===== src/rtl/core/dqnd_pkg.sv =====
`default_nettype none
package dqnd_pkg;

  typedef struct packed {
    logic [7:0]  packet_byte;
    logic [15:0] packet_length;
    logic        last_byte;
  } dqnd_in_t;

  typedef struct packed {
    logic [7:0] name_char;
    logic       done_res;
    logic       failed;
  } dqnd_out_t;

  localparam logic [7:0] DOT_CHAR = 8'd46;

  // width of position + 1 + label length, wide enough for any position width up to 16
  localparam int SUM_W = 17;

endpackage
`default_nettype wire


===== src/rtl/core/dqnd_parse.sv =====
`default_nettype none
module dqnd_parse #(
  parameter int HEADER_BYTES  = 12,
  parameter int POSITION_BITS = 16
) (
  input  wire                   clk,
  input  wire                   rst_n,
  input  wire                   fire,
  input  dqnd_pkg::dqnd_in_t    item,
  output logic                  res_valid,
  output dqnd_pkg::dqnd_out_t   res
);
  import dqnd_pkg::*;

  localparam logic [1:0] PH_HEADER = 2'd0;
  localparam logic [1:0] PH_LENGTH = 2'd1;
  localparam logic [1:0] PH_LABEL  = 2'd2;
  localparam logic [1:0] PH_ENDED  = 2'd3;

  localparam logic [POSITION_BITS-1:0] POS_MAX = {POSITION_BITS{1'b1}};
  localparam logic [POSITION_BITS-1:0] HDR_POS = POSITION_BITS'(HEADER_BYTES);

  logic [POSITION_BITS-1:0] pos_r, pos_nxt;
  logic [7:0]               left_r, left_nxt;
  logic [1:0]               phase_r, phase_nxt;
  logic                     started_r, started_nxt;

  logic [1:0]       ph;
  logic [SUM_W-1:0] cur_x;
  logic [SUM_W-1:0] len_x;
  logic [SUM_W-1:0] end_x;
  logic [7:0]       left_dec;

  always_comb begin
    ph          = phase_r;
    cur_x       = SUM_W'(pos_r);
    len_x       = SUM_W'(item.packet_length);
    end_x       = cur_x + SUM_W'(1) + SUM_W'(item.packet_byte);
    left_dec    = left_r - 8'd1;
    phase_nxt   = phase_r;
    left_nxt    = left_r;
    started_nxt = started_r;
    pos_nxt     = pos_r;
    res_valid   = 1'b0;
    res         = '0;

    if (phase_r == PH_HEADER && pos_r >= HDR_POS) begin
      ph = PH_LENGTH;
    end
    phase_nxt = ph;

    unique case (ph)
      PH_LENGTH: begin
        if (cur_x >= len_x) begin
          res_valid     = 1'b1;
          res.done_res  = 1'b1;
          res.failed    = 1'b1;
          phase_nxt     = PH_ENDED;
        end else if (item.packet_byte == 8'd0) begin
          res_valid     = 1'b1;
          res.done_res  = 1'b1;
          res.failed    = ~started_r;
          phase_nxt     = PH_ENDED;
        end else if (end_x >= len_x) begin
          // label would run into the last byte
          res_valid     = 1'b1;
          res.done_res  = 1'b1;
          res.failed    = 1'b1;
          phase_nxt     = PH_ENDED;
        end else begin
          if (started_r) begin
            res_valid     = 1'b1;
            res.name_char = DOT_CHAR;
          end
          started_nxt = 1'b1;
          left_nxt    = item.packet_byte;
          phase_nxt   = PH_LABEL;
        end
      end
      PH_LABEL: begin
        res_valid     = 1'b1;
        res.name_char = item.packet_byte;
        left_nxt      = left_dec;
        if (left_dec == 8'd0) begin
          phase_nxt = PH_LENGTH;
        end
      end
      default: begin
      end
    endcase

    if (item.last_byte) begin
      // packet over: unless the name has already closed, send a failed closing beat, then start over
      if (phase_nxt != PH_ENDED) begin
        res_valid = 1'b1;
        res       = '0;
        res.done_res = 1'b1;
        res.failed   = 1'b1;
      end
      phase_nxt   = PH_HEADER;
      left_nxt    = 8'd0;
      started_nxt = 1'b0;
      pos_nxt     = '0;
    end else if (pos_r != POS_MAX) begin
      pos_nxt = pos_r + POSITION_BITS'(1);
    end
  end

  always_ff @(posedge clk) begin
    if (!rst_n) begin
      pos_r     <= '0;
      left_r    <= 8'd0;
      phase_r   <= PH_HEADER;
      started_r <= 1'b0;
    end else if (fire) begin
      pos_r     <= pos_nxt;
      left_r    <= left_nxt;
      phase_r   <= phase_nxt;
      started_r <= started_nxt;
    end
  end

endmodule
`default_nettype wire


===== src/rtl/core/dqnd_out_fifo.sv =====
`default_nettype none
module dqnd_out_fifo (
  input  wire                   clk,
  input  wire                   rst_n,
  input  wire                   push,
  input  dqnd_pkg::dqnd_out_t   push_data,
  output logic                  space,
  output logic                  out_valid,
  input  wire                   out_stall,
  output dqnd_pkg::dqnd_out_t   out_item
);
  import dqnd_pkg::*;

  dqnd_out_t  slot_r [2];
  logic       wr_ptr_r, wr_ptr_nxt;
  logic       rd_ptr_r, rd_ptr_nxt;
  logic [1:0] count_r, count_nxt;
  logic       pop;

  assign space     = (count_r != 2'd2);
  assign out_valid = (count_r != 2'd0);
  assign out_item  = slot_r[rd_ptr_r];
  assign pop       = out_valid & ~out_stall;

  always_comb begin
    wr_ptr_nxt = push ? ~wr_ptr_r : wr_ptr_r;
    rd_ptr_nxt = pop ? ~rd_ptr_r : rd_ptr_r;
    count_nxt  = count_r;
    if (push && !pop) begin
      count_nxt = count_r + 2'd1;
    end else if (pop && !push) begin
      count_nxt = count_r - 2'd1;
    end
  end

  always_ff @(posedge clk) begin
    if (!rst_n) begin
      wr_ptr_r <= 1'b0;
      rd_ptr_r <= 1'b0;
      count_r  <= 2'd0;
    end else begin
      wr_ptr_r <= wr_ptr_nxt;
      rd_ptr_r <= rd_ptr_nxt;
      count_r  <= count_nxt;
    end
  end

  always_ff @(posedge clk) begin
    if (push) begin
      slot_r[wr_ptr_r] <= push_data;
    end
  end

endmodule
`default_nettype wire


===== src/rtl/core/dns_query_name_label_decoder_core.sv =====
// dns question-name decoder: turns a dns message, one byte per beat, into the
// question name as dotted text, one character per result beat.
// input channel: in_valid / in_stall with in_item (byte, packet length, last flag).
// result channel: out_valid / out_stall with out_item; a character beat has
// done_res low, the closing beat has done_res high, no character, and failed
// set when the name was empty, malformed or cut short by the end of packet.
// the header bytes are skipped; after the closing beat bytes produce nothing
// until the last byte of the packet, which returns the parser to its start.
// a result passes through the input register and then the result buffer
// before it can be taken.
// throughput: one byte per cycle while in_stall is low; the parse of each byte is a single compare
// and count between the input register and a two-entry result buffer.
// when the receiver stalls, the result buffer absorbs up to two beats, then
// in_stall rises until a beat is taken.
// reset (synchronous, rst_n low) empties both registers and returns the
// parser to the header.
`default_nettype none
module dns_query_name_label_decoder_core #(
  parameter int HEADER_BYTES  = 12,
  parameter int POSITION_BITS = 16
) (
  input  wire                  clk,
  input  wire                  rst_n,
  input  wire                  in_valid,
  output logic                 in_stall,
  input  dqnd_pkg::dqnd_in_t   in_item,
  output logic                 out_valid,
  input  wire                  out_stall,
  output dqnd_pkg::dqnd_out_t  out_item
);
  import dqnd_pkg::*;

  dqnd_in_t  stg_item_r;
  logic      stg_valid_r, stg_valid_nxt;
  logic      space;
  logic      fire;
  logic      res_valid;
  dqnd_out_t res;
  logic      in_take;

  assign fire     = stg_valid_r & space;
  assign in_stall = stg_valid_r & ~space;
  assign in_take  = in_valid & ~in_stall;

  always_comb begin
    stg_valid_nxt = stg_valid_r;
    if (in_take) begin
      stg_valid_nxt = 1'b1;
    end else if (fire) begin
      stg_valid_nxt = 1'b0;
    end
  end

  always_ff @(posedge clk) begin
    if (!rst_n) begin
      stg_valid_r <= 1'b0;
    end else begin
      stg_valid_r <= stg_valid_nxt;
    end
  end

  always_ff @(posedge clk) begin
    if (in_take) begin
      stg_item_r <= in_item;
    end
  end

  dqnd_parse #(
    .HEADER_BYTES  (HEADER_BYTES),
    .POSITION_BITS (POSITION_BITS)
  ) u_parse (
    .clk       (clk),
    .rst_n     (rst_n),
    .fire      (fire),
    .item      (stg_item_r),
    .res_valid (res_valid),
    .res       (res)
  );

  dqnd_out_fifo u_out_fifo (
    .clk       (clk),
    .rst_n     (rst_n),
    .push      (fire & res_valid),
    .push_data (res),
    .space     (space),
    .out_valid (out_valid),
    .out_stall (out_stall),
    .out_item  (out_item)
  );

endmodule
`default_nettype wire


===== config.mk =====
export PLATFORM = sky130hd
export DESIGN_NAME = dns_query_name_label_decoder_core
export DESIGN_NICKNAME = d
export VERILOG_FILES = /design/src/rtl/core/dqnd_pkg.sv /design/src/rtl/core/dqnd_parse.sv /design/src/rtl/core/dqnd_out_fifo.sv /design/src/rtl/core/dns_query_name_label_decoder_core.sv
export SDC_FILE = /design/constraint.sdc
export NUM_CORES = 1
export LEC_CHECK = 0
export ABC_CLOCK_PERIOD_IN_PS = 5470
export BUFFER_PORTS_ARGS = -buffer_cell sky130_fd_sc_hd__clkbuf_2
export CORE_MARGIN = 2
export CORE_UTILIZATION = 35
export DETAILED_ROUTE_END_ITERATION = 8
export GPL_TIMING_DRIVEN = 0
export PLACE_DENSITY = 0.62
export SYNTH_ARGS = -nofsm -noshare
export SYNTH_HDL_FRONTEND = slang
export SYNTH_SLANG_ARGS = --single-unit

===== constraint.sdc =====
create_clock -name clk -period 5.47 [get_ports clk]
set_clock_uncertainty 0.15 [all_clocks]
set_input_delay 0.547 -clock clk [delete_from_list [all_inputs] [get_ports clk]]
set_output_delay 0.547 -clock clk [all_outputs]
set_load 0.005 [all_outputs]

Word-level counts from Yosys, hierarchy flattened

Memory sizes are Yosys's and may differ from the RTL's. A register that Yosys moved wholly into a read port is not among the register bits.
Index checks and enable logic that the tools add are counted.

Add/sub/neg operators: 6
$lt $le $gt $ge: 3
Eq/ne operators: 11
Multiplexer cells: 45
Bitwise logic cells: 11
Reduce and logical (&&, ||, !) cells: 17

Operators with widths:

| operator                | count |
|---|---|
| $mux W8                 | 6 |
| $mux W16                | 2 |
| $pmux W8 S2             | 2 |
| $mux W2                 | 11 |
| $mux W10                | 2 |
| $mux W1                 | 18 |
| $add A16 B1 Y17 const B | 1 |
| $add A17 B8 Y17         | 1 |
| $ge A17 B16 Y1          | 1 |
| $add A16 B1 Y16 const B | 1 |
| $ge A16 B16 Y1          | 1 |
| $ge A16 B4 Y1 const B   | 1 |
| $logic_not A8 Y1        | 2 |
| $ne A16 B16 Y1 const B  | 1 |
| $mux W6                 | 2 |
| $ne A2 B2 Y1 const B    | 5 |
| $reduce_and A5 Y1       | 2 |
| $reduce_bool A2 Y1      | 5 |
| $ne A3 B3 Y1 const B    | 3 |
| $sub A8 B1 Y8 const B   | 1 |
| $not A1 Y1              | 6 |
| $and A1 B1 Y1           | 5 |
| $pmux W2 S2             | 1 |
| $logic_and A1 B1 Y1     | 3 |
| 9 further kinds         | 10 |

Register bits: 57
RAM bits: 20
Input bits: 29
Output and inout port bits: 12
Word-level logic and storage cells: 105
Memories kept: 1

Memories:

| name              | words | width | read ports | clocked after memory_dff | wr ports | RTL line            | source |
|---|---|---|---|---|---|---|---|
| u_out_fifo.slot_r | 2     | 10    | 1          | 1                        | 1        | dqnd_out_fifo.sv:14 | `dqnd_out_t slot_r [2];` |

Longest topological paths before layout

Depth in word-level cells: 15
Mapped depth: 21
Gate-level depth less buffers: 21

Modules after synthesis

A second synthesis with hierarchy kept.

Cells, all modules: 478
Area total of the unflattened synthesis: 4765.8 sq um

By module, submodules not included:

| module                            | times used | cells each | area each (sq um) | sequential area each (sq um) |
|---|---|---|---|---|
| dqnd_parse                        | 1          | 394        | 3014.1            | 540.5 |
| dqnd_out_fifo                     | 1          | 53         | 940.9             | 700.7 |
| dns_query_name_label_decoder_core | 1          | 31         | 810.8             | 770.7 |

Worst setup path after synthesis

Ideal clock, no wire load.

Path kind: register to register
Start: reg stg_item_r[17] in the netlist's numbering
End: reg u_out_fifo.count_r[1]
Setup time: 71 ps
Arrival: 4180 ps
Data required time: 5249 ps
Slack: 1069 ps
Stages on the path, launching flop included: 21
Buffers on the path: 0
Period minus slack after synthesis: 4401 ps
Path through: edfxtp_1 -> inv_1 -> ha_1 -> inv_1 -> fa_1 -> a211oi_1 -> o21bai_1 -> o22a_1 -> nand2_1 -> nor2_1 -> xor2_1 -> ha_1 -> a21oi_1 -> o21ai_0 -> a2111oi_0 -> nand4_2 -> a21oi_2 -> nor2_1 -> ha_1 -> or3_1 -> a21oi_1

Cells in the longest elaborated chain, start to end: 13
Elaborated cells between the ends (all ways): 20
Classes of those cells: add/sub (1); order compare (1); eq/ne (1); mux (11); bitwise (1); reduce/logical (5)

RTL lines:

| item                                | RTL line                                | source |
|---|---|---|
| start: declaration                  | dns_query_name_label_decoder_core.sv:33 | `dqnd_in_t stg_item_r;` |
| start signal: assignment            | dns_query_name_label_decoder_core.sv:64 | `stg_item_r <= in_item;` |
| $add A17 B8 Y17                     | dqnd_parse.sv:38                        | `end_x = cur_x + SUM_W'(1) + SUM_W'(item.packet_byte);` |
| $ge A17 B16 Y1                      | dqnd_parse.sv:64                        | `end else if (end_x >= len_x) begin` |
| $mux W1                             | dqnd_parse.sv:64                        |  |
| $mux W2                             | dqnd_parse.sv:59                        | `end else if (item.packet_byte == 8'd0) begin` |
| $mux W2                             | dqnd_parse.sv:54                        | `if (cur_x >= len_x) begin` |
| $pmux W2 S2                         | dqnd_parse.sv:52                        | `unique case (ph)` |
| $ne A2 B2 Y1                        | dqnd_parse.sv:94                        | `if (phase_nxt != PH_ENDED) begin` |
| $mux W1                             | dqnd_parse.sv:94                        |  |
| $mux W1 (*)                         | dqnd_parse.sv:92                        | `if (item.last_byte) begin` |
| $and A1 B1 Y1 (*)                   | dns_query_name_label_decoder_core.sv:83 | `.push (fire & res_valid),` |
| net u_out_fifo.push                 | dqnd_out_fifo.sv:5                      | `input wire push,` |
| $logic_not A1 Y1                    | dqnd_out_fifo.sv:31                     | `end else if (pop && !push) begin` |
| $logic_and A1 B1 Y1                 | dqnd_out_fifo.sv:31                     |  |
| $reduce_bool A2 Y1 (no source line) | n/a                                     |  |
| end signal: assignment              | dqnd_out_fifo.sv:44                     | `count_r <= count_nxt;` |
| end: declaration                    | dqnd_out_fifo.sv:17                     | `logic [1:0] count_r, count_nxt;` |

Mark *: on every way through the listed nets, which the timed path passes. The rest lies on a longest branch.
A chain may end at the register's enable or synchronous reset.

Final worst setup path

Ends and elaborated chain as after synthesis.

==> summary.txt <==
Status
  • Status: complete, no violations

Critical path
  • Crit Path Class: register to register
  • Worst setup EP type: register
  • CP max FO: 5
  • Crit path launch type: register
  • Critical Path RT: between 5000 and 6000 ps
  • Critical Path AT: around 5200 ps

Layout
  • Final core utilization: 0.422
  • Nets: just under 600
  • Multi-input gate area: ~2400 um^2
  • Ratio of cells with drive above 1 in the final layout: 0.162
  • ANT cells: 0
  • Area growth syn-to-layout: 17.2%
  • Fillcell total: approximately 1,300
  • Final Instance Area: roughly 5400 um^2
  • Reg area: 2010 um^2
  • Most frequent cells in the layout: 47 x nor2_1, 45 x ha_1, 45 x edfxtp_1
  • Commonest non-fill, non-tap cell in the layout: nor2_1

Clock network
  • Clk Tree Root Cell: clkbuf_16
  • Worst-skew pair later-pin latency: ~340 ps
  • Clock Path Buffers: 2
  • H-tree depth: 3
  • CTS Buf Count: 9
  • Hold_buf cts: 0
  • Clock slew at reported path FFs: approximately 60 ps
  • Clock sink total: 78
  • CTS tree: done

Flow run
  • Max-cap violations: 0

Drt
  • Final ANT Viol Nets: 0
  • Drt first-iter violations: approximately 190
  • DR pass1 iterations: 5
  • DRC viols: 0
  • Via Count: 3,473
  • Routed wire per std cell: 15.0 um
  • Final WL: roughly 10 mm
  • Vias/cell: between 5 and 6

STA
  • Max-slew headroom: 0.466
  • Final hold violations: 0
  • PnR worst setup slack: ~350 ps
  • Final period utilization: 0.935
  • Max Slew Vio Count: 0
  • Post-Route Setup TNS: 0 ps
  • # setup viols final: 0
  • Fmax: just under 200 MHz
  • Slew @ Worst Pin: around 790 ps
  • Final Critical Period: just over 5000 ps

Pwr
  • Sequential power share: 0.422
  • Power density over the cells: between 300 and 400 nW/um^2
  • Peak VDD IR: approximately 150 uV
  • Pleak: 0.00225 uW
  • Comb pwr share: 0.143
  • Clock share of power: 0.434
  • Sw Share: 0.241
  • P_sw: 389 uW
  • Int Power: around 1200 uW
  • Power, Total: approximately 1600 uW

GRT
  • Grt ovf: 0
  • Largest net degree at the start of global routing: 17
  • Vias in the first global route: approximately 3,400
  • First-pass GRT wire length: approximately 17 mm
  • Initial antenna violation count: 0
  • All-layer global routing usage: 0.154

Yosys
  • Syn_nets: about 530
  • Post-synth EDFFs: between 40 and 50
  • Synth Flop Type: edfxtp_1
  • Instance count of the mapped netlist: around 450
  • Syn Area/Cell: slightly above 10 um^2
  • Sequential area share after synthesis: 0.441
  • Cell variety after synth: 61
  • FFs w/ async S/R, synth: 0
  • Mapped Area: 4570 um^2
  • Synth Register Bits: between 70 and 80
  • Yosys Warn Count: 0

Placement
  • Post-DP Area: around 5000 um^2
  • Gpl congestion: approximately 0.87
  • Final HPWL DP: approximately 7.7 mm
  • Port bufs: 40
  • Pre-CTS setup slack: about 300 ps

Floorplanning
  • Die area: roughly 14,000 um^2
  • Starting density of the core: 0.360
  • Top Ports: 41
  • Rows: slightly above 40
  • Core Region: about 13,000 um^2
  • Die Ht: roughly 120 um
  • Die Wd: ~120 um

Hold path
  • HP Class: input port to register
==> final cells by class <==
type,count,area share
Multi-Input combinational cell,333,0.446
Sequential cell,78,0.376
Clock buffer,11,0.0454
Timing Repair Buffer,41,0.0402
Tap cell,172,0.0402
Inverter,32,0.0225
Clock inverter,5,0.0201
Buffer,11,0.00935
==> routing by layer <==
metal	track usage	up-vias	part of all wire
met4	0.0512	0	0.013
li1	-	1737	-
met5	0	-	0
met3	0.0434	10	0.052
met1	0.197	1644	0.46
met2	0.249	82	0.47
==> metrics by stage <==
stage | cells | hold WS [ps]
floorplan | 454 | 313
global placement | 666 | 321
detailed placement | 667 | 329
CTS | 683 | 216
global route | 683 | 212
finish | 683 | 228
==> cells in the mapped netlist, types with 3 or more instances <==
| cell | count | area [um^2] |
|---|---|---|
| nor2_1 | 47 | 176 |
| nand4_1 | 9 | 56.3 |
| and3_1 | 5 | 31.3 |
| a21o_1 | 4 | 30.0 |
| o21ai_0 | 11 | 55.1 |
| nand2_1 | 33 | 124 |
| nor2b_1 | 4 | 25.0 |
| nor3_1 | 12 | 60.1 |
| a21oi_1 | 32 | 160 |
| o2bb2ai_1 | 8 | 70.1 |
| or3_1 | 6 | 37.5 |
| xnor2_1 | 14 | 123 |
| o21ai_1 | 3 | 15.0 |
| nand3_1 | 8 | 40.0 |
| ha_1 | 45 | 563 |
| edfxtp_1 | 45 | 1350 |
| mux2i_1 | 3 | 30.0 |
| nand3b_1 | 3 | 22.5 |
| or4_1 | 3 | 22.5 |
| dfxtp_1 | 33 | 661 |
| inv_1 | 31 | 116 |
| o21a_1 | 6 | 45.0 |
| and2_1 | 5 | 31.3 |
| mux2_2 | 10 | 113 |
| xor2_1 | 19 | 166 |
| nor4_1 | 4 | 25.0 |
| clkbuf_1 | 8 | 30.0 |
| nand2b_1 | 4 | 25.0 |
| a211oi_1 | 3 | 22.5 |
==> sequential cells by signal, indices dropped and copies added, names as in the netlist, named ones only <==
signal and flops:
u_out_fifo.wr_ptr_r 1, u_parse.pos_r 16, u_parse.phase_r 2, u_parse.started_r 1
stg_item_r 25, stg_valid_r 1, u_parse.left_r 8, u_out_fifo.rd_ptr_r 1
u_out_fifo.slot_r 20, u_out_fifo.count_r 2
==> worst max-delay path: stages, from the launching register on <==
cell,delay [ps]
edfxtp_1,430
inv_1,150
ha_1,180
inv_1,50
fa_1,420
a211oi_1,280
o21bai_1,150
o22a_1,290
nand2_1,180
nor2_1,70
xor2_1,140
ha_1,300
a21oi_1,130
o21ai_0,110
a2111oi_1,550
nand4_2,310
a21oi_2,250
nor2_1,80
ha_1,320
or3_1,360
a21oi_1,140
==> timing repair <==
item,4_1_cts,5_1_grt
buffers inserted,0,0
resized for setup,0,1
endpoints found under the setup margin,0,1
==> logic make-up after synthesis <==
group | Yosys count | share of synthesized area
AO/OA/AOI/OAI | 86 | 0.129
multiplexers | 13 | 0.0312
buffers and inverters | 43 | 0.0373
flip-flops | 78 | 0.441
XOR/XNOR | 33 | 0.0633
adder cells (fa/ha/maj) | 46 | 0.128
AND/OR/NAND/NOR | 155 | 0.170
==> power by group through the flow <==
stage	logic (uW)	registers, uW	clock network, uW
floorplan	159	685	0
global placement	225	694	0
detailed placement	233	694	0
CTS	236	682	720
global route	262	686	745
finish	232	682	701
==> path summary, 6_finish.rpt <==
| check | start | cells after the start | slack, ps | to |
|---|---|---|---|---|
| setup / recovery | stg_item_r[17] | 20 | 350 | u_out_fifo.count_r[1] |
| hold / removal | in_item[10] | 1 | 230 | stg_item_r[10] |
| setup reg to reg | stg_item_r[17] | 20 | 350 | u_out_fifo.count_r[1] |
| hold reg to reg | u_out_fifo.wr_ptr_r | 2 | 340 | u_out_fifo.wr_ptr_r |
No activity file was read; power rests on OpenSTA's default activity.
